File: config.mk
export PLATFORM = sky130hd
export DESIGN_NAME = tcw_cursor
export DESIGN_NICKNAME = d
export VERILOG_FILES = /design/src/hw/rtl/tcw_pkg.sv /design/src/hw/rtl/tcw_cursor.sv
export SDC_FILE = /design/constraint.sdc
export NUM_CORES = 1
export LEC_CHECK = 0
export BUFFER_PORTS_ARGS = -buffer_cell sky130_fd_sc_hd__buf_4
export CAP_MARGIN = 20
export CORE_AREA = 2 2 78 58
export DETAILED_ROUTE_END_ITERATION = 12
export DIE_AREA = 0 0 80 60
export PLACE_DENSITY = 0.76
export SLEW_MARGIN = 10
export SYNTH_ARGS = -nofsm -noshare
export SYNTH_HDL_FRONTEND = slang
export SYNTH_SLANG_ARGS = --single-unit
File: constraint.sdc
create_clock -name vclk -period 10.1
set_clock_uncertainty 0.15 [all_clocks]
set_input_delay 2.02 -clock vclk [all_inputs]
set_output_delay 2.02 -clock vclk [all_outputs]
set_load 0.03 [all_outputs]
File: src/hw/rtl/tcw_pkg.sv
// Shared types, constants and helpers for the text console writer.
`default_nettype none

package tcw_pkg;

  // Screen geometry
  localparam int COLUMNS   = 80;
  localparam int ROWS      = 25;
  localparam int CELLS     = ROWS * COLUMNS;
  localparam int ROW_W     = (ROWS > 1) ? $clog2(ROWS) : 1;
  localparam int COL_W     = $clog2(COLUMNS);
  localparam int ADDR_W    = $clog2(CELLS);
  localparam int CELL_W    = 16;

  // Result field widths
  localparam int OUT_ROW_W = 5;
  localparam int OUT_COL_W = 7;
  localparam int OUT_POS_W = 11;

  localparam logic [ROW_W-1:0]  LAST_ROW    = ROW_W'(ROWS - 1);
  localparam logic [COL_W-1:0]  LAST_COL    = COL_W'(COLUMNS - 1);
  localparam logic [ADDR_W-1:0] LAST_CELL   = ADDR_W'(CELLS - 1);
  localparam logic [ADDR_W-1:0] SCROLL_END  = ADDR_W'(CELLS - COLUMNS);

  // Cell written by the power-on clearing pass: space, light grey on black
  localparam logic [CELL_W-1:0] RESET_CELL  = 16'h0720;

  // Character codes
  localparam logic [7:0] CH_NL    = 8'h0A;
  localparam logic [7:0] CH_CR    = 8'h0D;
  localparam logic [7:0] CH_BS    = 8'h08;
  localparam logic [7:0] CH_TAB   = 8'h09;
  localparam logic [7:0] CH_SPACE = 8'h20;

  // Command codes
  localparam logic [1:0] CMD_PUT    = 2'd0;
  localparam logic [1:0] CMD_CLEAR  = 2'd1;
  localparam logic [1:0] CMD_SETCUR = 2'd2;
  localparam logic [1:0] CMD_READ   = 2'd3;

  // Configuration register indexes
  localparam logic CFG_FG = 1'b0;
  localparam logic CFG_BG = 1'b1;

  typedef enum logic [2:0] {
    ST_INIT,
    ST_IDLE,
    ST_READ,
    ST_SCROLL,
    ST_BLANK,
    ST_CLEAR,
    ST_DONE
  } state_t;

  typedef struct packed {
    logic [1:0] command;
    logic [7:0] char_code;
    logic [7:0] row_in;
    logic [7:0] col_in;
  } cmd_t;

  typedef struct packed {
    logic [OUT_ROW_W-1:0] cursor_row;
    logic [OUT_COL_W-1:0] cursor_col;
    logic [OUT_POS_W-1:0] cursor_position;
    logic                 scrolled;
    logic [CELL_W-1:0]    cell_data;
  } res_t;

  // Decoded action of one request, from the cursor unit to the sequencer
  typedef struct packed {
    logic [ROW_W-1:0]  row_next;
    logic [COL_W-1:0]  col_next;
    logic              cell_we;
    logic              blank;
    logic              scroll;
    logic              clear;
    logic              read;
    logic [ADDR_W-1:0] addr;
  } act_t;

  // Linear cell index of a row and column
  function automatic logic [ADDR_W-1:0] cell_pos(input logic [ROW_W-1:0] r,
                                                 input logic [COL_W-1:0] c);
    return ADDR_W'(ADDR_W'(r) * ADDR_W'(COLUMNS) + ADDR_W'(c));
  endfunction

endpackage

`default_nettype wire

File: src/hw/rtl/tcw_cursor.sv
// Cursor unit: decodes a request into the next cursor and the cell access it needs.
`default_nettype none

module tcw_cursor
  import tcw_pkg::*;
(
  input  wire cmd_t             req,
  input  wire logic [ROW_W-1:0] cur_row,
  input  wire logic [COL_W-1:0] cur_col,
  output act_t                  act
);

  logic [ROW_W:0]   row_inc;
  logic [COL_W:0]   col_inc;
  logic [COL_W:0]   tab_col;
  logic             nl_scroll;
  logic [ROW_W-1:0] nl_row;
  logic [ROW_W-1:0] r_sat;
  logic [COL_W-1:0] c_sat;
  logic [ROW_W-1:0] addr_row;
  logic [COL_W-1:0] addr_col;

  // Step to the next line, saturating at the bottom row with a scroll
  assign row_inc   = {1'b0, cur_row} + (ROW_W+1)'(1);
  assign nl_scroll = row_inc >= (ROW_W+1)'(ROWS);
  assign nl_row    = nl_scroll ? LAST_ROW : row_inc[ROW_W-1:0];

  assign col_inc = {1'b0, cur_col} + (COL_W+1)'(1);
  assign tab_col = ({1'b0, cur_col} + (COL_W+1)'(8)) & ~(COL_W+1)'(7);

  // Saturate the target cell to the screen
  assign r_sat = (req.row_in > 8'(ROWS - 1))    ? LAST_ROW : ROW_W'(req.row_in);
  assign c_sat = (req.col_in > 8'(COLUMNS - 1)) ? LAST_COL : COL_W'(req.col_in);

  // Decode the request
  always_comb begin
    act          = '0;
    act.row_next = cur_row;
    act.col_next = cur_col;
    addr_row     = cur_row;
    addr_col     = cur_col;
    unique case (req.command)
      CMD_PUT: begin
        unique case (req.char_code)
          CH_NL: begin
            act.row_next = nl_row;
            act.col_next = '0;
            act.scroll   = nl_scroll;
          end
          CH_CR: begin
            act.col_next = '0;
          end
          CH_BS: begin
            if (cur_col != '0) begin
              act.col_next = cur_col - COL_W'(1);
              addr_col     = cur_col - COL_W'(1);
              act.cell_we  = 1'b1;
              act.blank    = 1'b1;
            end
          end
          CH_TAB: begin
            if (tab_col >= (COL_W+1)'(COLUMNS)) begin
              act.row_next = nl_row;
              act.col_next = '0;
              act.scroll   = nl_scroll;
            end else begin
              act.col_next = tab_col[COL_W-1:0];
            end
          end
          default: begin
            act.cell_we = 1'b1;
            if (col_inc >= (COL_W+1)'(COLUMNS)) begin
              act.row_next = nl_row;
              act.col_next = '0;
              act.scroll   = nl_scroll;
            end else begin
              act.col_next = col_inc[COL_W-1:0];
            end
          end
        endcase
      end
      CMD_CLEAR: begin
        act.row_next = '0;
        act.col_next = '0;
        act.clear    = 1'b1;
      end
      CMD_SETCUR: begin
        act.row_next = r_sat;
        act.col_next = c_sat;
      end
      CMD_READ: begin
        act.read = 1'b1;
        addr_row = r_sat;
        addr_col = c_sat;
      end
      default: ;
    endcase
    act.addr = cell_pos(addr_row, addr_col);
  end

endmodule

`default_nettype wire

=== After elaboration in Yosys (flattened, before gate mapping) ===
Index checks and enable logic that the tools add are counted.

* Add/subtract/negate cells: 5
* Multiplexer cells: 23
* Multiply operators: 1
* $lt $le $gt $ge: 5
* Equality and inequality tests: 7
* Reductions and logical operators: 5

{| class="wikitable"
|+ Operators with widths
! cell !! number
|-
| case mux 12 bit (3 select lines) || 1
|-
| 2-to-1 mux 7 bit || 5
|-
| == test 8 x 4 -> 1 bit, second input constant || 4
|-
| 2-to-1 mux 5 bit || 5
|-
| case mux 7 bit (3 select lines) || 1
|-
| greater-or-equal comparator 8 x 7 -> 1 bit, second input constant || 2
|-
| case mux 5 bit (3 select lines) || 1
|-
| case mux 7 bit (2 select lines) || 1
|-
| adder 11 x 7 -> 11 bit || 1
|-
| 2-to-1 mux 9 bit || 1
|-
| adder 7 x 1 -> 8 bit, second input constant || 1
|-
| adder 7 x 4 -> 8 bit, second input constant || 1
|-
| greater-than comparator 8 x 5 -> 1 bit, second input constant || 1
|-
| greater-than comparator 8 x 7 -> 1 bit, second input constant || 1
|-
| multiplier 5 x 3 -> 7 bit, second input constant || 1
|-
| nonzero test 7 bit || 1
|-
| subtractor 7 x 1 -> 7 bit, second input constant || 1
|-
| adder 5 x 1 -> 6 bit, second input constant || 1
|-
| greater-or-equal comparator 6 x 5 -> 1 bit, second input constant || 1
|-
| 2-to-1 mux 1 bit || 5
|-
| == test 2 bit, second input constant || 2
|-
| OR reduction 2 bit || 2
|-
| 2-to-1 mux 3 bit || 1
|-
| case mux 1 bit (3 select lines) || 1
|-
| 4 further kinds || 4
|}

* Input port bits: 38
* Output and inout port bits: 28
* Register bits after elaboration: 0
* Word-level logic and storage cells: 46

=== Logic depth before layout (Yosys ltp) ===
* Depth after elaboration: 6
* Gate-level depth with buffers: 14
* Gate-level depth less buffers: 14

=== Worst setup path after synthesis ===
Ideal clock, no wire load.

* Kind: input to output
* From: input port req[24] (netlist bit)
* To: output port act[10] (netlist bit)
* Required time: 7.930 ns
* Path buffers: 2
* Setup slack: 2.824 ns
* Data arrival time: 5.106 ns
* Stages on the path: 12
* Cells stage by stage: ha_1 clkbuf_1 clkbuf_1 nor2_1 a21oi_1 ha_1 ha_1 fa_1 xor2_1 o2111ai_1 xnor2_1 xnor2_1

{| class="wikitable"
|+ RTL lines
! element !! RTL line !! RTL
|-
| from (decl) || tcw_cursor.sv:7 || <nowiki>input wire cmd_t req,</nowiki>
|-
| to (decl) || tcw_cursor.sv:10 || <nowiki>output act_t act</nowiki>
|}

==> results.ini <==
[final_layout]
layout-drive-gt1-share_pct = 24.8
synthToLayoutAreaGrowth_pct = 30.0
layout.area.seq_um2 = 0
seq_cell_count = 0
fin_nets = 382
diodes = 0
final_common_cell = buf_4
layout.cells.most_common_list = 67 x buf_4, 23 x nor2_1, 23 x o21ai_0
nFillCells = 426
n_clock_buffer = 0

[synth]
seq_area_frac_synth_pct = 0
synth_nets = 324
synth_area_um2 = 1750
ys_types = 61
synth_top_area_share_pct = 15.7
yosysWarnings = 0
synthCells = 262
synth_top_area_cell = ha_1
postSynthAreaPerCell_um2 = 6.68
synthTopCellsByArea = ha_1 16%, o21ai_0 6.6%, xnor2_1 5.5%, nor2_1 4.9%, a21oi_1 4.6%

[sta]
worst_pin_slew_ns = 0.599
timing.hold.ws_ns = 4.28
min_period_over_period_pct = 73.2
maxSlewViolCount = 0
tns_ns = 0
setup_violations = 0
fin_crit_ns = 7.39
rsz0062_at_grt = false
relSlewSlack_pct = 59.7
finalHoldViolations = 0
fmax_mhz = 135

[worst_setup_path]
cp.required_ns = 7.93
path_cells = buf_4 -> o311a_1 -> nor4_2 -> nor2b_1 -> a21oi_1 -> ha_1 -> ha_1 -> fa_1 -> xor2_1 -> o2111ai_1 -> xnor2_1 -> xnor2_1 -> buf_4
end_kind = primary output
critical_path.max_stage_delay_ns = 0.45
slowest_stage = nor4_2
start_kind = input port
crit_family = adder cells
cp-startpoint = req[8]
cp_max_fo = 8
path_class = input port to primary output
cp.arrival_ns = 5.22
cp_num_buf_inv = 2

[routing]
viasPerCell = 6.10
drt_pass1_iterations = 6
wl_per_cell_um = 15.3
drtIter0Drc = 228
drc = 0
ant_nets = 0
vias = 2274
wirelength_mm = 5.70

[floorplanning]
pin_count = 66
dieArea_um2 = 4800
initial_core_util_pct = 42.7
die_w_um = 80
fp-row-count = 20
core_area_um2 = 4100
die_h_um = 60

[pwr]
switching_share_pct = 60.4
power.density_nw_per_um2 = 66.8
peakVddDrop_mv = 0.0451
seq_power_share_pct = 0
clkPwrFrac_pct = 0
p_sw_uw = 91.9
power_leakage_uw = 0.00102
pwr-share-comb_pct = 100.0
p_int_uw = 60.2

[hold_path]
min-delay-start = req[24]
worst_hold_path_type = input port to primary output

[global_route]
grt_pass1_vias = 1960
grt.overflow.total = 0
grt_max_degree = 44
track_usage_pct = 23.3
grt_pass1_wl_mm = 9.24
antenna_found_initial = 0

[cts]
cts-resized-gates = 0
holdBufCountCts = 0
cts_setup_buffers = 0

[place]
gp_congestion = 0.989
place_hpwl_mm = 4.64
port_buffers = 66

[job]
max-cap-violations = 0

[status]
status = finished, final reports clean

## cell families after synthesis
| family | synth area share [%] |
|---|---|
| multiplexers | 1.79 |
| AND/OR/NAND/NOR | 28.9 |
| AO/OA/AOI/OAI | 36.9 |
| adder cells (fa/ha/maj) | 18.0 |
| buffers and inverters | 6.93 |
| XOR/XNOR | 7.51 |
## routing by layer
layer  wire (µm)  global-route usage (%)  vias up
met2        2430                    36.7      148
met3         616                    3.32        6
li1            -                       -     1106
met5           0                       0        -
met4          33                    1.21        0
met1        2620                    35.3     1014
## final cells by class
class / count / area, µm² / share of cell area (%)
inverters: 20 / 75.1 / 3.30
multi-input cells: 231 / 1630 / 71.6
well taps: 55 / 68.8 / 3.02
repair buffers: 67 / 503 / 22.1
## synthesized netlist by cell type, drive strengths merged, types with 2 or more instances
master,number
and3,3
or4,2
mux2i,2
a21oi,16
o211ai,2
a2111oi,2
xor2,4
o311ai,2
a21o,4
xnor2,11
nor2,23
buf,5
clkbuf,6
o21ai,25
o311a,2
nand2b,5
a2111o,2
a31o,3
nand2,21
a2bb2oi,2
and4,3
nand3,14
o2111ai,3
nand4,6
ha,22
nor3,7
fa,2
nor2b,5
a311o,2
o221ai,2
o22a,2
o22ai,5
nor4,5
inv,19
a31oi,5
a311oi,2
## path summary, 6_finish.rpt
path	slack (ns)	depth (start not counted)	endpoint
setup / recovery	2.71	13	act[10]
hold / removal	4.28	3	act[12]
## power groups by stage
stage          sequential (µW)  clock (µW)  combinational (µW)
4_1_cts                      0           0                 151
3_5_place_dp                 0           0                 151
6_report                     0           0                 152
5_1_grt                      0           0                 164
2_1_floorplan                0           0                96.1
3_3_place_gp                 0           0                 150
## through the flow
stage / utilization, % / power [µW] / std cells / cell area [µm²] / worst slack (ns)
after floorplan: - / 96.1 / 262 / 1750 / 2.82
after global placement: 55.5 / 150 / 373 / 2280 / 2.79
after detailed placement: 55.5 / 151 / 373 / 2280 / 2.71
after CTS: 55.5 / 151 / 373 / 2280 / 2.71
after global routing: 55.5 / 164 / 373 / 2280 / 2.49
final: 55.5 / 152 / 373 / 2280 / 2.71
No activity file was read; power rests on OpenSTA's default activity.
